<file path="config.mk">
export PLATFORM = sky130hd
export DESIGN_NAME = mccd_ctrl
export DESIGN_NICKNAME = d
export VERILOG_FILES = /design/src/hw/rtl/mccd_pkg.sv /design/src/hw/rtl/mccd_ctrl.sv
export SDC_FILE = /design/constraint.sdc
export NUM_CORES = 1
export LEC_CHECK = 0
export BUFFER_PORTS_ARGS = -buffer_cell sky130_fd_sc_hd__buf_2
export CAP_MARGIN = 20
export CORE_MARGIN = 8
export CORE_UTILIZATION = 56
export DETAILED_ROUTE_END_ITERATION = 7
export MAX_ROUTING_LAYER = met4
export PLACE_DENSITY = 0.95
export SYNTH_ARGS = -nofsm -noshare
export SYNTH_HDL_FRONTEND = slang
export SYNTH_SLANG_ARGS = --single-unit
</file>
<file path="constraint.sdc">
create_clock -name clk -period 6.3 [get_ports clk]
set_input_delay 0.315 -clock clk [delete_from_list [all_inputs] [get_ports clk]]
set_output_delay 0.315 -clock clk [all_outputs]
set_load 0.02 [all_outputs]
</file>
<file path="src/hw/rtl/mccd_pkg.sv">
package mccd_pkg;

    localparam int MAX_AMOUNT = 1023;
    localparam int NUM_COINS  = 6;
    localparam int COIN_REGS  = 6;

    // Coins that the sequencer steps through for every table entry.
    localparam int COIN_USE   = (NUM_COINS < COIN_REGS) ? NUM_COINS : COIN_REGS;

    localparam int DEPTH      = MAX_AMOUNT + 1;
    localparam int ADDR_W     = $clog2(DEPTH);
    localparam int AMOUNT_W   = 10;
    localparam int VALUE_W    = 10;
    localparam int COUNT_W    = 3;
    localparam int ENTRY_W    = 11;
    localparam int COINS_W    = 10;
    localparam int CIDX_W     = (COIN_REGS > 1) ? $clog2(COIN_REGS) : 1;
    localparam int REG_IDX_W  = 3;

    localparam logic [ENTRY_W-1:0] UNREACH = '1;

    localparam logic [REG_IDX_W-1:0] REG_COIN_COUNT   = 3'd0;
    localparam logic [REG_IDX_W-1:0] REG_COIN_VALUE_0 = 3'd1;

    typedef struct packed {
        logic [COUNT_W-1:0]                ncoins;
        logic [COIN_REGS-1:0][VALUE_W-1:0] value;
    } coin_cfg_t;

    typedef struct packed {
        logic               we;
        logic [ADDR_W-1:0]  waddr;
        logic [ENTRY_W-1:0] wdata;
        logic [ADDR_W-1:0]  raddr;
    } tbl_req_t;

    typedef enum logic [2:0] {
        ST_IDLE,
        ST_INIT,
        ST_READ,
        ST_LAST,
        ST_DONE
    } state_t;

endpackage

</file>
<file path="src/hw/rtl/mccd_ctrl.sv">
module mccd_ctrl (
    input  logic                          clk,
    input  logic                          rst_n,
    input  logic                          start,
    input  logic [mccd_pkg::AMOUNT_W-1:0] amount,
    input  mccd_pkg::coin_cfg_t           cfg,
    input  logic [mccd_pkg::ENTRY_W-1:0]  rdata,
    output mccd_pkg::tbl_req_t            req,
    output logic                          busy,
    output logic                          done,
    output logic [mccd_pkg::COINS_W-1:0]  min_coins,
    output logic                          reachable
);

    import mccd_pkg::*;

    state_t               state_reg, state_next;
    logic [AMOUNT_W-1:0]  amount_reg, amount_next;
    logic [ADDR_W-1:0]    a_reg, a_next;
    logic [CIDX_W-1:0]    k_reg, k_next;
    logic [ENTRY_W-1:0]   best_reg, best_next;
    logic                 pend_reg, pend_next;
    logic [ENTRY_W-1:0]   last_best_reg, last_best_next;
    logic                 oor_reg, oor_next;

    logic                 accept;
    logic                 out_of_range;
    logic [VALUE_W-1:0]   coin_v;
    logic                 usable;
    logic [ENTRY_W:0]     cand;
    logic                 better;
    logic [ENTRY_W-1:0]   best_upd;
    logic                 last_coin;
    logic                 last_entry;

    assign accept       = start && (state_reg == ST_IDLE);
    assign out_of_range = 32'(amount) > MAX_AMOUNT;
    assign coin_v       = cfg.value[k_reg];
    assign usable       = (COUNT_W'(k_reg) < cfg.ncoins) && (coin_v != '0)
                          && (32'(coin_v) <= 32'(a_reg));
    assign last_coin    = (32'(k_reg) == COIN_USE - 1);
    assign last_entry   = (32'(a_reg) == 32'(amount_reg));

    // Fold the entry read in the previous cycle into the running best.
    assign cand     = {1'b0, rdata} + (ENTRY_W + 1)'(1);
    assign better   = pend_reg && (rdata != UNREACH) && (cand < {1'b0, best_reg});
    assign best_upd = better ? cand[ENTRY_W-1:0] : best_reg;

    always_ff @(posedge clk or negedge rst_n)
    begin
        if (!rst_n)
        begin
            state_reg <= ST_IDLE;
            pend_reg  <= 1'b0;
        end
        else
        begin
            state_reg <= state_next;
            pend_reg  <= pend_next;
        end
    end

    always_ff @(posedge clk)
    begin
        amount_reg    <= amount_next;
        a_reg         <= a_next;
        k_reg         <= k_next;
        best_reg      <= best_next;
        last_best_reg <= last_best_next;
        oor_reg       <= oor_next;
    end

    always_comb
    begin
        state_next = state_reg;
        unique case (state_reg)
            ST_IDLE:
            begin
                if (accept)
                begin
                    state_next = out_of_range ? ST_DONE : ST_INIT;
                end
            end
            ST_INIT:
            begin
                state_next = (amount_reg == '0) ? ST_DONE : ST_READ;
            end
            ST_READ:
            begin
                if (last_coin)
                begin
                    state_next = ST_LAST;
                end
            end
            ST_LAST:
            begin
                state_next = last_entry ? ST_DONE : ST_READ;
            end
            ST_DONE:
            begin
                state_next = ST_IDLE;
            end
            default:
            begin
                state_next = ST_IDLE;
            end
        endcase
    end

    always_comb
    begin
        amount_next    = amount_reg;
        a_next         = a_reg;
        k_next         = k_reg;
        best_next      = best_reg;
        pend_next      = 1'b0;
        last_best_next = last_best_reg;
        oor_next       = oor_reg;
        req.we         = 1'b0;
        req.waddr      = a_reg;
        req.wdata      = best_upd;
        req.raddr      = ADDR_W'(a_reg - ADDR_W'(coin_v));
        unique case (state_reg)
            ST_IDLE:
            begin
                if (accept)
                begin
                    amount_next = amount;
                    oor_next    = out_of_range;
                end
            end
            ST_INIT:
            begin
                req.we         = 1'b1;
                req.waddr      = '0;
                req.wdata      = '0;
                last_best_next = '0;
                a_next         = ADDR_W'(1);
                k_next         = '0;
                best_next      = UNREACH;
            end
            ST_READ:
            begin
                best_next = best_upd;
                pend_next = usable;
                k_next    = CIDX_W'(k_reg + CIDX_W'(1));
            end
            ST_LAST:
            begin
                // The entry is written here; the next entry's reads start in the following cycle.
                req.we         = 1'b1;
                last_best_next = best_upd;
                a_next         = ADDR_W'(a_reg + ADDR_W'(1));
                k_next         = '0;
                best_next      = UNREACH;
            end
            ST_DONE:
            begin
            end
            default:
            begin
            end
        endcase
    end

    always_comb
    begin
        busy      = (state_reg != ST_IDLE);
        done      = (state_reg == ST_DONE);
        reachable = !oor_reg && (last_best_reg != UNREACH);
        min_coins = reachable ? last_best_reg[COINS_W-1:0] : '0;
    end

endmodule

</file>
# == After elaboration in Yosys (flattened, before gate mapping) ==
# Index checks and enable logic that the tools add are counted.
# op_classes
magnitude_cmp,4
n_mux,16
eq_ne,10
add_sub_neg,4
reduce_logical,14
# ops
op,count
11-bit case mux with 2 select lines,2
10-bit binary-select mux with 3-bit select,1
11-bit inequality test (second input constant),2
21-bit two-way mux,1
10-bit two-way mux,2
10-bit case mux with 2 select lines,1
11-bit by 1-bit adder with 12-bit output (second input constant),1
12-bit by 11-bit < comparator with 1-bit output,1
3-bit two-way mux,4
3-bit case mux with 4 select lines,1
11-bit two-way mux,1
10-bit by 1-bit adder with 10-bit output (second input constant),1
10-bit == test,1
10-bit less-or-equal comparator,1
10-bit zero test,1
10-bit nonzero test,1
10-bit subtractor,1
3-bit by 2-bit == test with 1-bit output (second input constant),2
3-bit == test (second input constant),2
3-bit case mux with 2 select lines,1
1-bit logical AND,5
3-bit by 4-bit < comparator with 1-bit output (second input constant),1
2-bit inequality test (second input constant),2
2-bit AND reduction,2
8 further kinds,10
# totals
register_bits,49
inputBits,87
word_cells,55

# == Longest topological paths before layout ==
# logic_depth
word_depth,6
depth_mapped,13
mapped_depth_nobuf,11

# == Worst setup path before layout ==
# No wires, ideal clock.
# synth_path
kind,flip-flop to output port
start,reg k_reg[0]
end,out req[8] (netlist name)
n_path_buf,3
arrival_time_ns,2.820
path_slack_ns,3.165
path_stages_with_launch,14
path_cell_list,edfxtp_1 > buf_2 > buf_2 > buf_2 > mux2i_1 > nor2_1 > a21oi_1 > inv_1 > fa_1 > nor2b_1 > o21ai_0 > a21oi_1 > o41ai_1 > xnor2_1
# synth_lines
item,line,rtl
from (decl),mccd_ctrl.sv:20,"logic [CIDX_W-1:0] k_reg, k_next;"
from (signal assigned),mccd_ctrl.sv:67,k_reg <= k_next;
to (decl),mccd_ctrl.sv:8,"output mccd_pkg::tbl_req_t req,"

==> results.cfg <==
[timing]
worst_slew_pin_slew_ps = 964.3
final.setup.tns_ps = 0
hold_viol = 0
clock-skew-final_ps = 9.046
drv_slew = 0
setup_viol = 0
period_minus_slack_ps = 4146
min_period_over_period_pct = 65.80
rsz0062_at_grt = no
fmax_mhz = 241.2
setup_ws_ps = 2154
maxSlewHeadroom_pct = 35.72

[worst_setup_path]
critPathRequiredTime_ps = 5980
critPathCaptureType = output pin
start_kind = flip-flop
crit_type = reg2out
reg2reg_depth = 10
path_max_fanout = 20
cp.arrival_ps = 3830

[floorplan]
die_y_microns = 102.2
fp-row-count = 31
die_w_microns = 102.2
die-area_sq_um = 10440
core_sq_um = 7214
initial_core_util_pct = 57.67
io_pins = 132

[yosys]
yosysSeqAreaShare_pct = 34.89
yosys_most_used_dff = edfxtp_1
syn_avg_cell_area_sq_um = 9.391
netlist_area_sq_um = 4160
synth_edf_count = 45
synthCells = 443
synth.ff_latch_count = 49
yosys_warnings = 0
netlist-cell-type-count = 49
synthArstFlopShare_pct = 8.163
syn_nets = 557

[clock_network]
htree_levels = 2
clk_path_buf_depth = 2
cts_resized = 0
cts_hold_buf = 1
path_clk_slew_ps = 80
clock-sinks = 49
cts_tree = built
post_cts_buffers = 0
cts-root-buf = clkbuf_8
cts_buffers = 5
clk_latency_ps = 300

[routing]
wl_met1_microns = 4764
ant_nets = 0
wirelength_microns = 11990
top_layer = met4
drc_errors = 0
drt_iter0_markers = 269
firstDrtPassIters = 6
wl_met3_microns = 791
avgViaCountPerCell = 5.815
wl_per_cell_microns = 17.89
dr_total_vias = 3896
wl_met2_microns = 6166

[layout]
fin_cells = 670
final_nets = 684
final_area_sq_um = 5017
syn_to_final_growth_pct = 20.60
layout_commonest_cell = buf_2
final_cell_mix = buf_2, nand2_1, edfxtp_1
fillers = 583
drive_gt1_share_pct = 28.72
antenna_cells = 0

[global_routing]
grt_usage_pct = 23.06
grt_pass1_wl_microns = 18640
grt_pass1_vias = 3973
grt_antenna_before_repair = 0
grt_max_degree = 41
grt-ovfl-total = 0

[pwr]
static-leakage-power_nw = 2.223
power.share.clock_pct = 7.3
internal_power_mw = 1.239
ir_worst_vdd_mv = 0.2891
seq_power_share_pct = 25.2
netSwitchingPower_mw = 1.183
p_sw_share_pct = 48.85
combPwrFrac_pct = 67.4
powerDensity_nw_per_um2 = 482.7

[job]
maxCapViolations = 0

[min_path]
whs_path_depth = 1
hp-class = in2reg

[placed_design]
port_buffers = 131
dpl.hpwl_microns = 9715
place_ws_ps = 2182
place_area_sq_um = 4897
gp_congestion = 0.9663
dpl.cell_count = 658

[run_status]
outcome = finished clean
==> power groups by stage <==
| stage | logic, mW | clock network [mW] | registers (mW) |
|---|---|---|---|
| 4_1_cts | 1.62 | 0.180 | 0.611 |
| 3_3_place_gp | 1.56 | 0 | 0.612 |
| 5_1_grt | 1.77 | 0.193 | 0.630 |
| 6_report | 1.63 | 0.178 | 0.611 |
| 3_5_place_dp | 1.61 | 0 | 0.617 |
| 2_1_floorplan | 1.21 | 0 | 0.545 |
==> cell families after synthesis <==
family	after synthesis	share of synthesized area [%]
xor gates and xnor gates	33	6.947
AOI/OAI and AO/OA	69	11.58
muxes	43	13.41
DFF	49	34.89
adders and majority gates	27	8.301
and+or+nand+nor	179	20.81
buffers and inverters	43	4.060
==> per-stage QoR <==
stage                     total power [mW]  utilization (%)  hold WS (ps)
final                                2.422            69.55         183.4
after global routing                 2.591            69.55         164.9
after CTS                            2.408            69.16         177.7
after floorplan                      1.757                -         19.41
after global placement               2.174            67.88         122.6
after detailed placement             2.226            67.88         129.0
==> cell usage after synthesis, types with 2 or more instances <==
library cell,instances,share of area (%)
nand2_1,60,5.4
edfxtp_1,45,32
nor2_1,39,3.5
mux2i_1,31,7.5
ha_1,26,7.8
inv_1,22,2.0
nor2b_1,20,3.0
xor2_1,20,4.2
a21oi_1,19,2.3
xnor2_1,13,2.7
a211oi_1,12,2.2
clkbuf_1,12,1.1
nand3_1,12,1.4
and2_1,11,1.7
a211o_1,10,2.1
mux4_2,10,5.4
o21ai_0,9,1.1
nor4_1,8,1.2
buf_2,6,0.72
nand4_1,6,0.90
nor3_1,5,0.60
dfrtp_1,4,2.4
nand2b_1,4,0.60
or3_1,4,0.60
o211ai_1,3,0.54
a21o_1,2,0.36
a22oi_1,2,0.36
and3_1,2,0.30
buf_1,2,0.18
mux2_2,2,0.54
nor4b_1,2,0.42
o21a_1,2,0.36
or4_1,2,0.36
==> area by class of cell <==
class                   count  area (sq um)  area share, %
flip-flops and latches     49          1451          28.93
repair buffers            140         730.7          14.56
inverters                  23         86.33          1.721
clock inverters             2         10.01         0.1995
clock buffers               6         72.57          1.446
well taps                  99         123.9          2.469
multi-input cells         351          2542          50.67
==> worst max-delay path: stages (launching register included) <==
cell	delay [ps]
edfxtp_1	990
mux4_2	620
a21oi_1	210
ha_1	300
nor2b_1	140
o21ai_0	210
a21oi_1	120
o41ai_1	540
xnor2_1	190
buf_2	190
==> final timing paths <==
path / startpoint / end / slack (ps)
worst min register to register: state_reg[2] / state_reg[0] / 600
worst max register to register: k_reg[0] / pend_reg / 2770
worst min-delay path: amount[2] / amount_reg[2] / 180
worst max-delay path: k_reg[0] / req[8] / 2150
max in group asynchronous: rst_n / state_reg[0] / 5790
min in group asynchronous: rst_n / pend_reg / 380
==> per-layer routing <==
metal  global-route usage [%]  vias up
li1                         -     1858
met1                    27.32     1855
met2                    39.03      161
met3                    4.019       22
met4                    6.998        0
met5                        -        -
Note: power is estimated with default switching activity, not from simulation.
