### config.mk
export PLATFORM = sky130hd
export DESIGN_NAME = mccd_cfg
export DESIGN_NICKNAME = d
export VERILOG_FILES = /design/src/hw/rtl/mccd_pkg.sv /design/src/hw/rtl/mccd_cfg.sv
export SDC_FILE = /design/constraint.sdc
export NUM_CORES = 1
export LEC_CHECK = 0
export ABC_CLOCK_PERIOD_IN_PS = 1200
export BUFFER_PORTS_ARGS = -buffer_cell sky130_fd_sc_hd__buf_2
export CORE_MARGIN = 1
export CORE_UTILIZATION = 50
export DETAILED_ROUTE_END_ITERATION = 12
export PLACE_DENSITY_LB_ADDON = 0.12
export SYNTH_ARGS = -nofsm -noshare
export SYNTH_HDL_FRONTEND = slang
export SYNTH_SLANG_ARGS = --single-unit
### constraint.sdc
create_clock -name clk -period 1.2 [get_ports clk]
set_input_delay 0.36 -clock clk [delete_from_list [all_inputs] [get_ports clk]]
set_output_delay 0.36 -clock clk [all_outputs]
set_load 0.1 [all_outputs]
### src/hw/rtl/mccd_pkg.sv
package mccd_pkg;

    localparam int MAX_AMOUNT = 1023;
    localparam int NUM_COINS  = 6;
    localparam int COIN_REGS  = 6;

    // Coins that the sequencer steps through for every table entry.
    localparam int COIN_USE   = (NUM_COINS < COIN_REGS) ? NUM_COINS : COIN_REGS;

    localparam int DEPTH      = MAX_AMOUNT + 1;
    localparam int ADDR_W     = $clog2(DEPTH);
    localparam int AMOUNT_W   = 10;
    localparam int VALUE_W    = 10;
    localparam int COUNT_W    = 3;
    localparam int ENTRY_W    = 11;
    localparam int COINS_W    = 10;
    localparam int CIDX_W     = (COIN_REGS > 1) ? $clog2(COIN_REGS) : 1;
    localparam int REG_IDX_W  = 3;

    localparam logic [ENTRY_W-1:0] UNREACH = '1;

    localparam logic [REG_IDX_W-1:0] REG_COIN_COUNT   = 3'd0;
    localparam logic [REG_IDX_W-1:0] REG_COIN_VALUE_0 = 3'd1;

    typedef struct packed {
        logic [COUNT_W-1:0]                ncoins;
        logic [COIN_REGS-1:0][VALUE_W-1:0] value;
    } coin_cfg_t;

    typedef struct packed {
        logic               we;
        logic [ADDR_W-1:0]  waddr;
        logic [ENTRY_W-1:0] wdata;
        logic [ADDR_W-1:0]  raddr;
    } tbl_req_t;

    typedef enum logic [2:0] {
        ST_IDLE,
        ST_INIT,
        ST_READ,
        ST_LAST,
        ST_DONE
    } state_t;

endpackage

### src/hw/rtl/mccd_cfg.sv
module mccd_cfg (
    input  logic                           clk,
    input  logic                           rst_n,
    input  logic                           cfg_we,
    input  logic [mccd_pkg::REG_IDX_W-1:0] cfg_index,
    input  logic [mccd_pkg::VALUE_W-1:0]   cfg_data,
    output mccd_pkg::coin_cfg_t            cfg
);

    import mccd_pkg::*;

    logic [COUNT_W-1:0]                count_reg;
    logic [COIN_REGS-1:0][VALUE_W-1:0] value_reg;

    always_ff @(posedge clk or negedge rst_n)
    begin
        if (!rst_n)
        begin
            count_reg    <= COUNT_W'(5);
            value_reg    <= '0;
            value_reg[0] <= VALUE_W'(1);
            if (COIN_REGS > 1) value_reg[1 % COIN_REGS] <= VALUE_W'(2);
            if (COIN_REGS > 2) value_reg[2 % COIN_REGS] <= VALUE_W'(5);
            if (COIN_REGS > 3) value_reg[3 % COIN_REGS] <= VALUE_W'(10);
            if (COIN_REGS > 4) value_reg[4 % COIN_REGS] <= VALUE_W'(20);
            if (COIN_REGS > 5) value_reg[5 % COIN_REGS] <= VALUE_W'(50);
        end
        else if (cfg_we)
        begin
            if (cfg_index == REG_COIN_COUNT)
            begin
                count_reg <= cfg_data[COUNT_W-1:0];
            end
            for (int i = 0; i < COIN_REGS; i++)
            begin
                if (cfg_index == REG_IDX_W'(REG_COIN_VALUE_0 + REG_IDX_W'(i)))
                begin
                    value_reg[i] <= cfg_data;
                end
            end
        end
    end

    // The count saturates to the number of coins the sequencer visits.
    always_comb
    begin
        if (32'(count_reg) > COIN_USE)
        begin
            cfg.ncoins = COUNT_W'(COIN_USE);
        end
        else
        begin
            cfg.ncoins = count_reg;
        end
        cfg.value = value_reg;
    end

endmodule

==> results of run 1 <==
## kinds of logic after synthesis
group	after synthesis	synth area share [%]
buffers and inverters	8	1.75
AOI/OAI and AO/OA	1	0.310
and+or+nand+nor	7	3.04
DFF	63	65.7
muxes	63	29.2
## per-stage QoR
stage	setup TNS (ps)	util, %	hold WS [ps]	worst slack, ps	cells
3_5_place_dp	-17000	90.9	402	-374	279
3_3_place_gp	-12750	90.9	384	-285	279
2_1_floorplan	-1710	-	64.4	-254	142
==> impl_results.md, run 1 <==
- Yosys top cell by area: dfrtp_1
- Synth top area share: 51.6%
- Post_cts resized: 15
- Most used DFF post-synth: dfrtp_1
- Net Count, Synth: 158
- Num CTS Buffers: 9
- Syn Inst Count: 142
- CTS H-tree depth: 3
- Err: [ERROR DPL-0033] detailed placement checks failed during check placement.
- Async SR Flop Fraction: 100%
- Synth top area cells: dfrtp_1, mux2_2, dfstp_2
- Die width: 71.7 µm
- Post-DP HPWL: 4890 µm
- Cell Area, Synth: 2430 µm²
- Row count: 24
- Library cells used by synthesis: 12
- Syn_area_per_cell: 17.1 µm²
- Routability cong.: 0.777
- Most frequent cell after synthesis: mux2_2
- Initial Utilization: 53.9%
- Die height: 71.7 µm
- Ys Warns: 0
- Status: did not finish
- Post-CTS Setup Bufs: 18
- Clk buf depth: 2
- Top Ports: 79
- Number of port buffers: 78
- Placement Cell Area: 4100 µm²
- Synth cell count leaders: mux2_2, dfrtp_1, dfstp_2
- CTS Root Cell: clkbuf_8
- #FFs+latches synth: 63
- Clk sinks: 63
- Failing step: clock tree synthesis (4_1_cts)
- Post-synth EDFFs: 0
- Sequential fraction of the synthesis area: 65.7%
- Post-CTS Hold Buffers: 0
==> run 2, diff against run 1 <==
- CORE_UTILIZATION: 50 -> 40
- PLACE_DENSITY_LB_ADDON: 0.12 -> 0.15
==> impl_results.md, run 2 <==
- Status: finished with violations
- Failing checks: negative setup slack
- Combinational share of power: 55.7%
- Sw frac: 46.4%
- Internal power: 6.22 mW
- Yosys top cell by area: dfrtp_1
- Compound-Gate Fraction of Synth Area: 0.309%
- Clk_lat worst skew: 330 ps
- Synth cell count leaders: mux2_2, dfrtp_1, dfstp_2
- Post-Route Utilization: 75.6%
- Max Cap Viol: 0
- Dpl cells: 304
- FF-to-FF setup slack: 140 ps
- DRC: 0
- Largest register FFs: 60
- WP data arrival: 1250 ps
- P_leak: 1.95 nW
- VDD IR max: 0.00149 V
- Sequential fraction of the synthesis area: 65.7%
- Ys Warns: 0
- WL/cell: 19.0 µm
- Hold slack: 20.1 ps
- Setup_tns: -8190 ps
- Net Count, Synth: 158
- CP Max Fanout: 2
- Final net count: 267
- Die width: 79.9 µm
- Gr ovfl total: 0
- Layout Cells excl Fill: 331
- Reg2Reg Depth: 3
- Post-DP HPWL: 4570 µm
- Syn_area_per_cell: 17.1 µm²
- Syn Inst Count: 142
- Top Ports: 79
- Place WS: -329 ps
- TritonRoute pass-1 iters: 3
- Final worst slack: -414 ps
- WS Path Type: reg -> out
- Avg Vias per Cell: 4.91
- Initial antenna violation count: 0
- Sequential power share: 28.3%
- #FFs+latches synth: 63
- CTS Root Cell: clkbuf_8
- Clock skew: 0 ps
- Library cells used by synthesis: 12
- Synth top area share: 51.6%
- Sw power: 5.38 mW
- Register area: 1650 µm²
- Post-synth EDFFs: 0
- Most used DFF post-synth: dfrtp_1
- CTS H-tree depth: 3
- Clk sinks: 63
- Worst path required time: 840 ps
- FF-to-FF Start: cfg[2]$_DFFE_PN0P_
- Critical Path Sink Type: output pin
- Placement Cell Area: 4140 µm²
- Fill cells: 366
- Synth top area cells: dfrtp_1, mux2_2, dfstp_2
- Reg-to-Reg End: cfg[2]$_DFFE_PN0P_
- Row count: 28
- Number of port buffers: 78
- Async SR Flop Fraction: 100%
- Min-Delay Path Class: in -> async
- Final worst path period share: 134%
- Design area: 4450 µm²
- Routed wire length: 6290 µm
- Via count: 1626
- Clk buf depth: 2
- Die Area: 6380 µm²
- Routed Antenna Nets: 0
- # diodes: 0
- Fmax: 0.620 GHz
- Synth-to-layout area growth: 83.3%
- Slew at the pin closest to its max-slew limit: 326 ps
- Most frequent cells in the layout: buf_12, dfrtp_2, mux2_2
- GRT Total Usage: 22.4%
- Post-synthesis adder-cell area fraction: 0%
- Minimum clock period: 1610 ps
- Core ar.: 5890 µm²
- CTS tree: yes
- Routability cong.: 0.712
- Vias in the first global route: 1776
- Mux share of post-synthesis cell area: 29.2%
- Post-synthesis simple-gate area fraction: 3.04%
- RSZ-0062 raised after global routing: true
- XOR/XNOR Fraction of Synth Area: 0%
- Startpoint class of the critical path: flip-flop
- Largest net degree at the start of global routing: 64
- Power Total: 11.6 mW
- DRT iter0 DRCs: 51
- Initial Utilization: 41.2%
- Num CTS Buffers: 9
- PwrDens: 2610 nW/µm²
- Multi-input gate area: 916 µm²
- Endpoints failing setup: 63
- Hold Vio Cnt, Final: 0
- Most common cell after layout, fill and taps aside: buf_12
- First-pass GRT wire length: 9990 µm
- Layout cells sized above 1: 93.4%
- Final Slew Violations: 0
- Largest family of logic cells by synthesized area: multiplexers
- Cell Area, Synth: 2430 µm²
- Die height: 79.9 µm
- CTS clk-pin slew, worst paths: 60 ps
- Most frequent cell after synthesis: mux2_2
- Clk network pwr share: 15.9%
- Slew headroom: 78.2%
-- run 2: worst max-delay path: stages (launching register included) --
cell,delay [ps]
dfstp_2,530
a21boi_4,200
buf_12,190
-- run 2: power groups by stage --
| stage | Combinational [mW] | Sequential (mW) | Clock [mW] |
|---|---|---|---|
| after floorplan | 0.748 | 6.34 | 0 |
| after global placement | 6.30 | 3.29 | 0 |
| after detailed placement | 6.36 | 3.33 | 0 |
| after CTS | 6.48 | 3.29 | 1.88 |
| after global routing | 6.61 | 3.34 | 1.95 |
| final | 6.47 | 3.29 | 1.85 |
-- run 2: routing by layer --
layer | vias up | routed length, µm | track usage, %
li1 | 734 | - | -
met1 | 832 | 2410 | 26.5
met2 | 47 | 3430 | 37.9
met3 | 13 | 292 | 5.49
met4 | 0 | 150 | 11.3
met5 | - | 0 | 0
-- run 2: kinds of logic after synthesis --
family,count (synthesis)
multiplexers,63
flip-flops,63
buffers and inverters,8
AND/OR/NAND/NOR,7
AO/OA/AOI/OAI,1
-- run 2: repair_timing --
action,4_1_cts,5_1_grt
resized for setup,1,8
pin swaps,0,2
endpoints found under the setup margin,63,74
hold buffers,0,0
setup buffers,9,2
-- run 2: worst max path at each step --
stage	startpoint	end	slack, ps	cells after the start
after global placement	cfg_index[2]	cfg[15]$_DFFE_PN0P_	-280	4
after floorplan	count_reg[0]$_DFFE_PN1P_	cfg[60]	-250	1
after detailed placement	cfg_index[2]	cfg[18]$_DFFE_PN0P_	-330	4
after CTS	count_reg[0]$_DFFE_PN1P_	cfg[60]	-430	2
final	count_reg[0]$_DFFE_PN1P_	cfg[60]	-410	2
after global routing	count_reg[0]$_DFFE_PN1P_	cfg[60]	-440	2
-- run 2: cell type report --
type	count	area share [%]
clock inverter	3	0.956
sequential	63	37.2
clock buffer	13	3.57
multi-input combinational	71	20.6
tap	75	2.11
timing repair buffer	106	35.6
No activity file was read; power rests on OpenSTA's default activity.
==> run 3, diff against run 2 <==
- CORE_ASPECT_RATIO: default -> 0.8
==> impl_results.md, run 3 (synthesis results as in run 2) <==
- Status: finished with violations
- Failing checks: negative setup slack
- CTS tree: yes
- Core ar.: 5650 µm²
- WP data arrival: 1260 ps
- Clock skew: 0 ps
- Final worst path period share: 135%
- Die Area: 6380 µm²
- Post-DP HPWL: 4580 µm
- Via count: 1603
- Initial Utilization: 43.0%
- Min-Delay Path Class: in -> async
- Layout Cells excl Fill: 330
- CP max stage delay: 530 ps
- Die height: 71.7 µm
- Fmax: 0.618 GHz
- Endpoints failing setup: 63
- Avg Vias per Cell: 4.86
- Routed wire length: 6190 µm
- Most frequent cells in the layout: buf_12, dfrtp_2, mux2_2
- Largest net degree at the start of global routing: 64
- Die width: 89.1 µm
- # diodes: 0
- Row count: 24
- WL/cell: 18.8 µm
- Critical path's slowest cell: dfstp_2
- TritonRoute pass-1 iters: 4
- P_leak: 1.94 nW
- Initial antenna violation count: 0
- Clk_lat worst skew: 340 ps
- FF-to-FF setup slack: 250 ps
- Dpl cells: 306
- Slew at the pin closest to its max-slew limit: 319 ps
- Synth-to-layout area growth: 83.2%
- CTS H-tree depth: 3
- Clk buf depth: 2
- RSZ-0062 raised after global routing: true
- Layout cells sized above 1: 93.3%
- CP delay by family, top: flip-flops
- Worst path required time: 840 ps
- Buf/Inv on CP: 1
- Power Total: 11.8 mW
- Minimum clock period: 1620 ps
- Routability cong.: 0.744
- FF-to-FF Start: cfg[8]$_DFFE_PN0P_
- Max Cap Viol: 0
- Number of port buffers: 78
- Gr ovfl total: 0
- Most common cell after layout, fill and taps aside: buf_12
- Startpoint class of the critical path: flip-flop
- DRC: 0
- Reg2Reg Depth: 2
- Crit-path cells: a21boi_4 > buf_12
- Clk sinks: 63
- Final Slew Violations: 0
- Hold Vio Cnt, Final: 0
- Reg-to-Reg End: cfg[8]$_DFFE_PN0P_
- CTS clk-pin slew, worst paths: 60 ps
- First-pass GRT wire length: 10000 µm
- VDD IR max: 0.00160 V
- DRT iter0 DRCs: 27
- GRT Total Usage: 22.1%
- Final net count: 263
- Vias in the first global route: 1861
- WS Path Type: reg -> out
- Routed Antenna Nets: 0
- CTS Root Cell: clkbuf_8
- Top Ports: 79
- Final worst slack: -417 ps
- PwrDens: 2650 nW/µm²
- CP Max Fanout: 2
- Hold slack: 19.2 ps
- Slew headroom: 78.7%
- Num CTS Buffers: 9
- Critical Path Sink Type: output pin
- Largest register FFs: 60
-- run 3: changes by cell type in the layout (fill, tap and decap cells not counted), sizes merged --
cell      before  now
buf          106  102
bufinv         1    2
clkinvlp       1    0
-- run 3: cell type report --
type,instances,area (µm²)
sequential,63,1650
timing repair buffer,102,1550
fill,307,1200
multi-input combinational,71,916
clock buffer,13,159
tap,78,97.6
clock inverter,3,65.1
-- run 3: layer usage --
metal / up-vias / part of all wire, % / GRT usage [%]
met5: - / 0 / 0
met4: 0 / 1.2 / 6.88
met3: 9 / 7.1 / 10.6
met2: 52 / 53 / 37.0
met1: 824 / 39 / 25.0
li1: 718 / - / -
-- run 3: how the worst max path moves through the flow --
stage,from,depth (start not counted),endpoint,slack (ps)
floorplan,count_reg[0]$_DFFE_PN1P_,1,cfg[60],-250
global placement,cfg_index[2],4,cfg[5]$_DFFE_PN0P_,-270
detailed placement,cfg_index[1],4,cfg[38]$_DFFE_PN0P_,-330
CTS,count_reg[0]$_DFFE_PN1P_,2,cfg[60],-440
global route,count_reg[0]$_DFFE_PN1P_,2,cfg[60],-440
finish,count_reg[0]$_DFFE_PN1P_,2,cfg[60],-420
-- run 3: power breakdown --
group          switching (mW)  internal [mW]  total (mW)
Clock                   0.760           1.28        2.04
Combinational            4.06           2.38        6.44
Sequential              0.529           2.74        3.27
Total                    5.35           6.41        11.8
-- run 3: timing repair --
item | 4_1_cts | 5_1_grt
pin swaps | 0 | 1
endpoints found under the setup margin | 63 | 71
cloned | 0 | 0
gates resized for setup | 1 | 2
setup buffers | 8 | 0
hold buffers | 0 | 0
-- run 3: per-stage QoR --
stage | utilization (%) | worst slack [ps] | setup TNS (ps) | instance area [µm²]
6_report | 78.7 | -417 | -8010 | 4440
5_1_grt | 78.7 | -439 | -10040 | 4440
4_1_cts | 78.6 | -438 | -9210 | 4440
3_5_place_dp | 73.5 | -335 | -16900 | 4150
3_3_place_gp | 73.5 | -269 | -13920 | 4150
2_1_floorplan | - | -254 | -1710 | 2600
