`config.mk`:
```
export PLATFORM = sky130hd
export DESIGN_NAME = mccd_ram
export DESIGN_NICKNAME = d
export VERILOG_FILES = /design/src/hw/rtl/mccd_ram.sv
export SDC_FILE = /design/constraint.sdc
export NUM_CORES = 1
export LEC_CHECK = 0
export BUFFER_PORTS_ARGS = -buffer_cell sky130_fd_sc_hd__buf_4
export CORE_MARGIN = 2
export CORE_UTILIZATION = 50
export DETAILED_ROUTE_END_ITERATION = 7
export PLACE_DENSITY_LB_ADDON = 0.25
export RECOVER_POWER = 25
export SYNTH_ARGS = -nofsm -noshare
export SYNTH_HDL_FRONTEND = slang
export SYNTH_SLANG_ARGS = --single-unit
```
`constraint.sdc`:
```
create_clock -name clk -period 1.7 [get_ports clk]
set_input_delay 0.085 -clock clk [delete_from_list [all_inputs] [get_ports clk]]
set_output_delay 0.085 -clock clk [all_outputs]
set_load 0.005 [all_outputs]
```
`src/hw/rtl/mccd_ram.sv`:
```
module mccd_ram #(
    parameter int WIDTH = 8,
    parameter int DEPTH = 16
) (
    input  logic                     clk,
    input  logic                     we,
    input  logic [$clog2(DEPTH)-1:0] waddr,
    input  logic [WIDTH-1:0]         wdata,
    input  logic [$clog2(DEPTH)-1:0] raddr,
    output logic [WIDTH-1:0]         rdata
);

    logic [WIDTH-1:0] mem [DEPTH];
    logic [WIDTH-1:0] rdata_reg;

    always_ff @(posedge clk)
    begin
        if (we)
        begin
            mem[waddr] <= wdata;
        end
        rdata_reg <= mem[raddr];
    end

    assign rdata = rdata_reg;

endmodule

```
After elaboration in Yosys (flattened, before gate mapping) --
Memory sizes are Yosys's and may differ from the RTL's. A register that Yosys moved wholly into a read port is not among the register bits. Index checks and enable logic that the tools add are counted.
Storage, ports and cells: bits in registers 0, memory bits (writable) 128, bits of input ports 18, output and inout port bits 8, word-level logic and storage cells 3, memories 1
Operators by class: mux-type cells 2
Memory list:
- mem | words 16, bits a word 8, read ports 1, clocked after memory_dff 1, write ports 1, line 13 | logic [WIDTH-1:0] mem [DEPTH];
Operators with widths (number):
- 1-bit 2-to-1 mux | 2

Logic depth before layout (Yosys ltp) --
Gate-level depths: netlist of the first run.
depth after elaboration 2, gate-level depth with buffers 5, gate-level depth less buffers 3

Worst setup path before layout of the first run --
Ideal clock, no wire load.
kind input port to flip-flop, start input waddr[2], end memory mem[0][0] (enable), library setup time 383 ps, arrival time 1195 ps, required time 1317 ps, slack 122 ps, stages on the path 2, path buffers 0, path through or3b_2 > nor3_1
RTL lines:
- start: declaration | line 7 | input logic [$clog2(DEPTH)-1:0] waddr,
- end: declaration | line 13
No word-level cell before the write port.

==> run_results.csv, run 1 <==
group,metric,value,unit
finish,fin_nets,312,
global_routing,first_global_vias,2576,
worst_setup_path,required,2.10,ns
detailed_routing,first_pass_iters,4,
power_and_ir_drop,irDropWorstVdd,985.8,uV
floorplan,fp-row-count,37,
worst_hold_path,hold_depth,3,
synth,avgSynthCellArea,22.48,sq um
timing,fmax,731.3,MHz
place,gp_congestion,0.7458,
worst_hold_path,worstHoldEndpoint,"mem[4][5]",
cts,cts_sinks,136,
global_routing,overflow,0,
detailed_routing,vias_per_cell,5.655,
timing,tns,0,ns
synth,ys_top_cells_by_area,"edfxtp_1 75%, mux4_2 7.9%, mux4_1 7.1%",
worst_setup_path,crit_path_max_fanout,1,
synth,synth_area_leader_cell,"edfxtp_1",
global_routing,grt_pass1_wl,15370,microns
worst_setup_path,r2r-start,"mem[1][1]",
worst_hold_path,worst_hold_startpoint,"waddr[0]",
worst_hold_path,holdCritPathClass,"in -> reg",
worst_setup_path,worst-r2r-setup-slack,0.33,ns
floorplan,die_h,105.5,microns
synth,yosysSeqAreaShare,77.78,%
cts,numCtsBuffers,17,
cts,clock-root-buffer,"clkbuf_8",
finish,antennaDiodeCount,0,
timing,slew_violations,0,
worst_setup_path,arrival,1.77,ns
detailed_routing,wl_per_cell,22.79,microns
global_routing,antenna_found_initial,0,
floorplan,fp.dieW,105.5,microns
floorplan,design.core.area,10140,sq um
worst_setup_path,cp-start-kind,"flip-flop",
power_and_ir_drop,p_leak,2.155,nW
detailed_routing,first_iter_violations,198,
outcome,outcome,"completed",
detailed_routing,vias,2505,
cts,cts_tree,"built",
finish,final_util,62.20,%
place,post-place-cells,403,
synth,yosysUniqueCellTypes,19,
timing,rsz0062_at_grt,"no",
timing,setup_viol,0,
worst_setup_path,crit_start,"mem[1][1]",
worst_setup_path,end_kind,"flip-flop",
detailed_routing,wl,10100,microns
finish,largest_reg_flops,128,
job,maxCapViolCount,0,
global_routing,grt.total_usage,20.08,%
floorplan,dieArea,11120,sq um
cts,clock_latency,0.52,ns
synth,synth_top_cell_area_share,74.67,%
cts,clkTransAtPathRegs,0.06,ns
place,hpwl,6319,microns
power_and_ir_drop,power,8.065,mW
timing,worst_slew_pin_slew,0.6650,ns
finish,final_common_cell,"edfxtp_1",
finish,fillers,683,
finish,final_cell_count_no_fill,443,
synth,synthCells,229,
timing,period_minus_slack,1.367,ns
worst_setup_path,reg2reg_depth,3,
detailed_routing,drc_errors,0,
floorplan,start_util,50.77,%
place,io_buffers,25,
synth,synth-seq-cells,136,
cts,clock_path_buffers,2,
worst_setup_path,r2r_end,"rdata[1]",
worst_setup_path,critical_path_class,"reg -> reg",
timing,hold_viol,0,
power_and_ir_drop,p_per_area,1279,nW/um^2
finish,drive_above_1_share,28.99,%
cts,cts_htree_levels,4,
detailed_routing,antenna_left,0,
timing,fin_crit_sh,80.43,%
timing,skew,0.004006,ns
timing,relSlewSlack,55.67,%
finish,synthToLayoutAreaGrowth,22.51,%
synth,ys.warnings.count,0,
floorplan,io_pins,26,
global_routing,grt_max_degree,26,
synth,syn-num-nets,247,
finish,final_cell_mix,"128 x edfxtp_1, 37 x buf_4, 18 x mux4_2",
synth,syn_area,5147,sq um
-- report_power, final --
part / switching, mW / internal (mW)
clock network: 1.31 / 2.60
logic: 0.197 / 0.182
registers: 0.0231 / 3.75
-- area by class of cell --
type / count / area (sq um) / area share (%)
flip-flops and latches: 136 / 4004 / 63.49
multi-input cells: 83 / 1057 / 16.77
clock buffers: 20 / 445.4 / 7.063
repair buffers: 56 / 431.7 / 6.845
clock inverters: 12 / 197.7 / 3.135
well taps: 136 / 170.2 / 2.698
-- critical path, cell delays in order, from the launching register on --
cell	delay, ns
edfxtp_1	0.36
mux4_1	0.52
a22oi_1	0.28
nand2_1	0.09
-- metal layers --
layer  GRT usage [%]  part of all wire [%]
met5               0                     0
met4           8.952                   1.3
met3           4.886                   6.1
met2           30.23                    49
met1           28.16                    44
-- through the flow --
stage	cell area, sq um	hold slack, ns	setup WS [ns]
6_report	6306	0.07480	0.3326
5_1_grt	6306	0.06868	0.2839
4_1_cts	6340	0.05433	0.3253
2_1_floorplan	5147	0.1839	0.1221
3_3_place_gp	5617	0.3923	0.2271
3_5_place_dp	5617	0.4053	0.2015
-- cell families after synthesis --
kind of cell | synth area share [%]
DFF | 77.78
buffers and inverters | 1.677
and+or+nand+nor | 3.184
AOI/OAI and AO/OA | 2.334
muxes | 15.02
-- what timing repair did --
item                                   4_1_cts  5_1_grt
hold buffers                                 8        0
buffers inserted                             0        0
endpoints found under the hold margin      128        0
gates resized for setup                      0        0
-- synth_stat cells --
master	instances
nor2b_1	1
clkdlybuf4s25_2	3
buf_6	3
dfxtp_1	8
mux4_2	18
nand3_1	1
buf_4	1
nand2_1	9
or3b_2	1
nor2_1	13
nor3_1	4
mux4_1	14
nand3b_1	2
and2b_1	1
buf_2	3
nand2b_1	2
edfxtp_1	128
a22oi_1	16
and2_1	1
-- worst max-delay path by stage --
stage	endpoint	slack [ns]	cells past startpoint
floorplan	mem[0][0]	0.12	2
global placement	rdata[2]	0.23	5
detailed placement	rdata[1]	0.20	5
CTS	rdata[1]	0.33	3
global route	rdata[1]	0.28	3
finish	rdata[1]	0.33	3
Note: power is estimated with default switching activity, not from simulation.
==> run 2, diff against run 1 <==
==> constraint.sdc (replaced) <==
create_clock -name clk -period 1.3 [get_ports clk]
set_input_delay 0.065 -clock clk [delete_from_list [all_inputs] [get_ports clk]]
set_output_delay 0.065 -clock clk [all_outputs]
set_load 0.005 [all_outputs]
==> run_results.csv, run 2 (same netlist as run 1, synthesis figures left out) <==
group,metric,value,unit
timing,hold_viol,0,
timing,fmax,785.0,MHz
finish,fin_nets,319,
worst_setup_path,end_kind,"flip-flop",
floorplan,io_pins,26,
power_and_ir_drop,p_per_area,1666,nW/um^2
worst_setup_path,required,1.72,ns
worst_setup_path,critical_path_class,"reg -> reg",
timing,skew,0.01306,ns
power_and_ir_drop,p_int,8.648,mW
worst_setup_path,r2r_end,"rdata[4]",
cts,clock-root-buffer,"clkbuf_8",
place,gp_congestion,0.7263,
worst_setup_path,crit_start,"mem[15][4]",
worst_setup_path,critical_path_depth,3,
power_and_ir_drop,irDropWorstVdd,900.1,uV
power_and_ir_drop,netSwitchingPower,2.029,mW
detailed_routing,first_iter_violations,154,
power_and_ir_drop,p_leak,2.176,nW
detailed_routing,wl_per_cell,22.00,microns
worst_setup_path,crit_end,"rdata[4]",
timing,slew_violations,0,
power_and_ir_drop,seqPwrFrac,46.2,%
floorplan,design.core.area,10140,sq um
timing,worst_slew_pin_slew,0.7753,ns
worst_setup_path,crit_path_top_delay_cell,"mux4_2",
finish,synthToLayoutAreaGrowth,24.53,%
global_routing,overflow,0,
cts,clock_latency,0.52,ns
worst_setup_path,crit_family,"multiplexers",
cts,cts_htree_levels,4,
worst_setup_path,arrival,1.69,ns
detailed_routing,drc_errors,0,
worst_setup_path,reg2reg_depth,3,
finish,largest_reg_flops,128,
timing,rsz0062_at_grt,"yes",
power_and_ir_drop,clkPwrFrac,48.7,%
outcome,outcome,"completed",
worst_setup_path,worst-path-buf-inv,0,
cts,clkTransAtPathRegs,0.06,ns
timing,fin_crit_sh,97.99,%
detailed_routing,vias_per_cell,5.582,
timing,tns,0,ns
finish,antennaDiodeCount,0,
detailed_routing,vias,2512,
worst_setup_path,worst-r2r-setup-slack,0.03,ns
global_routing,first_global_vias,2628,
floorplan,fp-row-count,37,
detailed_routing,first_pass_iters,4,
finish,final_common_cell,"edfxtp_1",
timing,relSlewSlack,48.21,%
worst_setup_path,r2r-start,"mem[15][4]",
global_routing,grt_max_degree,17,
worst_setup_path,cp_cell_sequence,"mux4_2, a22oi_2, nand2_1",
worst_setup_path,max_stage_delay,0.52,ns
cts,clock_path_buffers,2,
finish,drive_above_1_share,38.22,%
detailed_routing,wl,9901,microns
finish,final_cell_mix,"128 x edfxtp_1, 46 x buf_4, 29 x mux4_2",
place,io_buffers,25,
job,maxCapViolCount,0,
cts,cts_setup_buffers,0,
cts,cts_sinks,136,
timing,setup_viol,0,
timing,period_minus_slack,1.274,ns
global_routing,grt_pass1_wl,15210,microns
floorplan,start_util,50.77,%
worst_hold_path,holdCritPathClass,"in -> reg",
detailed_routing,antenna_left,0,
cts,numCtsBuffers,17,
floorplan,die_h,105.5,microns
global_routing,grt.total_usage,19.48,%
finish,final_util,63.22,%
power_and_ir_drop,combinationalPowerShare,5.1,%
worst_setup_path,cp-start-kind,"flip-flop",
place,hpwl,6308,microns
worst_setup_path,crit_path_max_fanout,1,
floorplan,dieArea,11120,sq um
power_and_ir_drop,switching_share,19.00,%
cts,cts_tree,"built",
global_routing,antenna_found_initial,0,
floorplan,fp.dieW,105.5,microns
## run 2: cell count changes in the layout (fill, tap and decap cells not counted), sizes merged
cell,change
bufinv,+1
buf,+11
clkbuf,-7
clkinv,+2
## run 2: layout make-up
cell class,count,area (sq um)
well taps,136,170.2
flip-flops and latches,136,4004
repair buffers,63,524.3
multi-input cells,83,1066
fillers,707,3729
clock buffers,17,414.1
clock inverters,15,231.5
## run 2: worst min-delay path by stage
stage | startpoint | end | slack [ns] | cells past startpoint
floorplan | wdata[0] | mem[0][0] | 0.16 | 0
global placement | wdata[5] | mem[6][5] | 0.37 | 1
detailed placement | wdata[1] | mem[13][1] | 0.38 | 1
CTS | raddr[1] | rdata[4] | 0.04 | 4
global route | waddr[0] | mem[0][4] | 0.06 | 3
finish | raddr[1] | rdata[3] | 0.06 | 4
## run 2: power by group through the flow
stage                     logic, mW  clock network (mW)  registers (mW)
after floorplan               0.249                   0            5.02
after global placement        0.500                   0            5.02
after detailed placement      0.511                   0            5.02
after CTS                     0.542                5.28            4.93
after global routing          0.593                5.45            4.94
final                         0.545                5.20            4.93
## run 2: layer usage
layer | global-route usage (%) | vias up | part of all wire (%)
li1 | - | 1109 | -
met2 | 30.28 | 85 | 50
met1 | 25.77 | 1305 | 42
met5 | 0 | - | 0
met3 | 6.494 | 13 | 6.5
met4 | 7.429 | 0 | 1.2
## run 2: tightest hold or removal path: stages
cell and delay (ns):
buf_4 0.15, mux4_2 0.21, a22oi_2 0.08, nand2_1 0.06
## run 2: per-stage QoR
stage	setup WS [ns]	area [sq um]	cells	hold slack, ns	total power [mW]
floorplan	-0.03115	5152	229	0.1639	5.266
global placement	-0.1168	5699	410	0.3692	5.519
detailed placement	-0.1150	5699	410	0.3823	5.533
CTS	0.0001132	6441	450	0.03625	10.75
global route	-0.01916	6410	450	0.06449	10.98
finish	0.02611	6410	450	0.05752	10.68
## run 2: repair_timing
item	4_1_cts	5_1_grt
resized for setup	5	15
hold buffers	8	0
setup endpoints to repair	4	8
endpoints found under the hold margin	128	0
pin swaps	0	6
==> run 3, diff against run 2 <==
--- a/config.mk
+++ b/config.mk
@@ -6,6 +6,8 @@
 export NUM_CORES = 1
 export LEC_CHECK = 0
 export BUFFER_PORTS_ARGS = -buffer_cell sky130_fd_sc_hd__buf_4
+export CELL_PAD_IN_SITES_DETAIL_PLACEMENT = 1
+export CELL_PAD_IN_SITES_GLOBAL_PLACEMENT = 1
 export CORE_MARGIN = 2
 export CORE_UTILIZATION = 50
 export DETAILED_ROUTE_END_ITERATION = 7
==> run_results.csv, run 3 (same netlist as run 1, synthesis figures left out) <==
group,metric,value,unit
floorplan,fp.dieW,105.5,microns
finish,largest_reg_flops,128,
finish,fin_nets,320,
worst_setup_path,cp-start-kind,"flip-flop",
global_routing,grt.total_usage,21.93,%
detailed_routing,top_layer_used,"met4",
worst_hold_path,holdCritPathClass,"in -> reg",
timing,worst_slew_pin_slew,0.9151,ns
place,post-place-ws,-0.2109,ns
place,io_buffers,25,
floorplan,start_util,50.77,%
detailed_routing,antenna_left,0,
worst_setup_path,crit_family,"multiplexers",
detailed_routing,vias_per_cell,5.659,
power_and_ir_drop,p_int,7.840,mW
timing,skew,0.009014,ns
floorplan,die_h,105.5,microns
cts,clock_latency,0.53,ns
worst_setup_path,end_kind,"flip-flop",
detailed_routing,wl,11130,microns
place,placed_area,5694,sq um
power_and_ir_drop,p_per_area,1562,nW/um^2
place,post-place-cells,411,
timing,slew_violations,0,
cts,cts_setup_buffers,0,
cts,cts_tree,"built",
worst_setup_path,worst-path-buf-inv,1,
job,maxCapViolCount,0,
power_and_ir_drop,irDropWorstVdd,1019,uV
cts,clock-root-buffer,"clkbuf_8",
power_and_ir_drop,p_leak,2.144,nW
detailed_routing,wl_met3,672,microns
power_and_ir_drop,seqPwrFrac,50.3,%
worst_setup_path,critical_path_class,"reg -> reg",
timing,hold_viol,0,
cts,cts_htree_levels,4,
global_routing,first_global_vias,2771,
global_routing,grt_pass1_wl,16730,microns
finish,synthToLayoutAreaGrowth,22.17,%
timing,fin_crit_sh,105.0,%
detailed_routing,first_iter_violations,195,
finish,antennaDiodeCount,0,
place,hpwl,7208,microns
worst_setup_path,arrival,1.78,ns
timing,relSlewSlack,38.77,%
cts,clkTransAtPathRegs,0.06,ns
finish,multi_input_area,1066,sq um
floorplan,fp-row-count,37,
outcome,outcome,"finished with violations",
power_and_ir_drop,combinationalPowerShare,5.5,%
finish,fillers,862,
finish,final_cell_mix,"128 x edfxtp_1, 47 x buf_4, 23 x mux4_2",
cts,numCtsBuffers,17,
power_and_ir_drop,netSwitchingPower,1.983,mW
timing,setup_viol,5,
worst_setup_path,crit_path_top_delay_cell,"mux4_2",
global_routing,antenna_found_initial,0,
detailed_routing,wl_met2,5856,microns
power_and_ir_drop,switching_share,20.19,%
worst_setup_path,max_stage_delay,0.50,ns
place,gp_congestion,0.7247,
worst_setup_path,required,1.71,ns
detailed_routing,wl_met1,4425,microns
timing,period_minus_slack,1.365,ns
global_routing,overflow,0,
detailed_routing,drc_errors,0,
cts,clock_path_buffers,2,
finish,regArea,4004,sq um
timing,fin_ws,-0.06517,ns
finish,fin_area,6289,sq um
timing,fmax,732.5,MHz
finish,final_util,62.03,%
floorplan,design.core.area,10140,sq um
cts,cts_sinks,136,
outcome,violations,"setup timing",
finish,final_common_cell,"edfxtp_1",
finish,final_cell_count_no_fill,451,
detailed_routing,first_pass_iters,5,
floorplan,io_pins,26,
global_routing,grt_max_degree,17,
floorplan,dieArea,11120,sq um
worst_setup_path,crit_path_max_fanout,1,
timing,rsz0062_at_grt,"yes",
detailed_routing,vias,2552,
worst_setup_path,cp_cell_sequence,"mux4_2, a22oi_2, buf_4, nand2_2",
power_and_ir_drop,clkPwrFrac,44.2,%
finish,drive_above_1_share,33.33,%
detailed_routing,wl_per_cell,24.67,microns
run 3: cell types whose count changed in the layout (fill, tap and decap cells not counted), sizes merged:
cell,change
bufinv,-4
clkbuf,+3
clkinv,+3
clkinvlp,-1
run 3: per-stage QoR:
step                      hold WS (ns)  TNS, ns  power, mW
after floorplan                 0.1639  -0.8630      5.266
after global placement          0.3635   -1.451      5.528
after detailed placement        0.3769   -2.242      5.553
after CTS                      0.04369  -0.3657      9.883
after global routing           0.04219  -0.5077      10.11
final                          0.06269  -0.1540      9.823
run 3: power groups by stage:
| stage | Combinational, mW | Clock (mW) | Sequential [mW] |
|---|---|---|---|
| floorplan | 0.249 | 0 | 5.02 |
| global placement | 0.507 | 0 | 5.02 |
| detailed placement | 0.525 | 0 | 5.03 |
| CTS | 0.558 | 4.38 | 4.94 |
| global route | 0.586 | 4.58 | 4.95 |
| finish | 0.543 | 4.34 | 4.94 |
run 3: layer usage:
metal / global-route usage (%) / up-vias
li1: - / 1114
met2: 37.05 / 83
met4: 8.571 / 0
met1: 25.68 / 1338
met3: 7.854 / 17
met5: 0 / -
run 3: path summary, 6_finish.rpt:
kind / depth (start not counted) / slack, ns / endpoint / startpoint
max: 4 / -0.07 / rdata[6] / mem[3][6]
min: 3 / 0.06 / mem[8][2] / waddr[0]
max reg2reg: 4 / -0.07 / rdata[6] / mem[3][6]
min reg2reg: 3 / 0.68 / rdata[1] / mem[7][1]
run 3: tightest hold or removal path, delay by kind of cell:
| kind | cells | cell delay [ns] |
|---|---|---|
| AND/OR/NAND/NOR | 1 | 0.05 |
| buffers and inverters | 2 | 0.30 |
run 3: repair_timing:
item,4_1_cts,5_1_grt
setup endpoints to repair,8,8
endpoints found under the hold margin,128,0
pin swaps,1,2
resized for setup,5,5
hold buffers,8,0
run 3: layout make-up:
class                      instances  area share [%]
clock buffer                      19           6.705
tap                              136           2.706
timing repair buffer              64           8.197
sequential                       136           63.67
clock inverter                    13           1.771
multi-input combinational         83           16.95
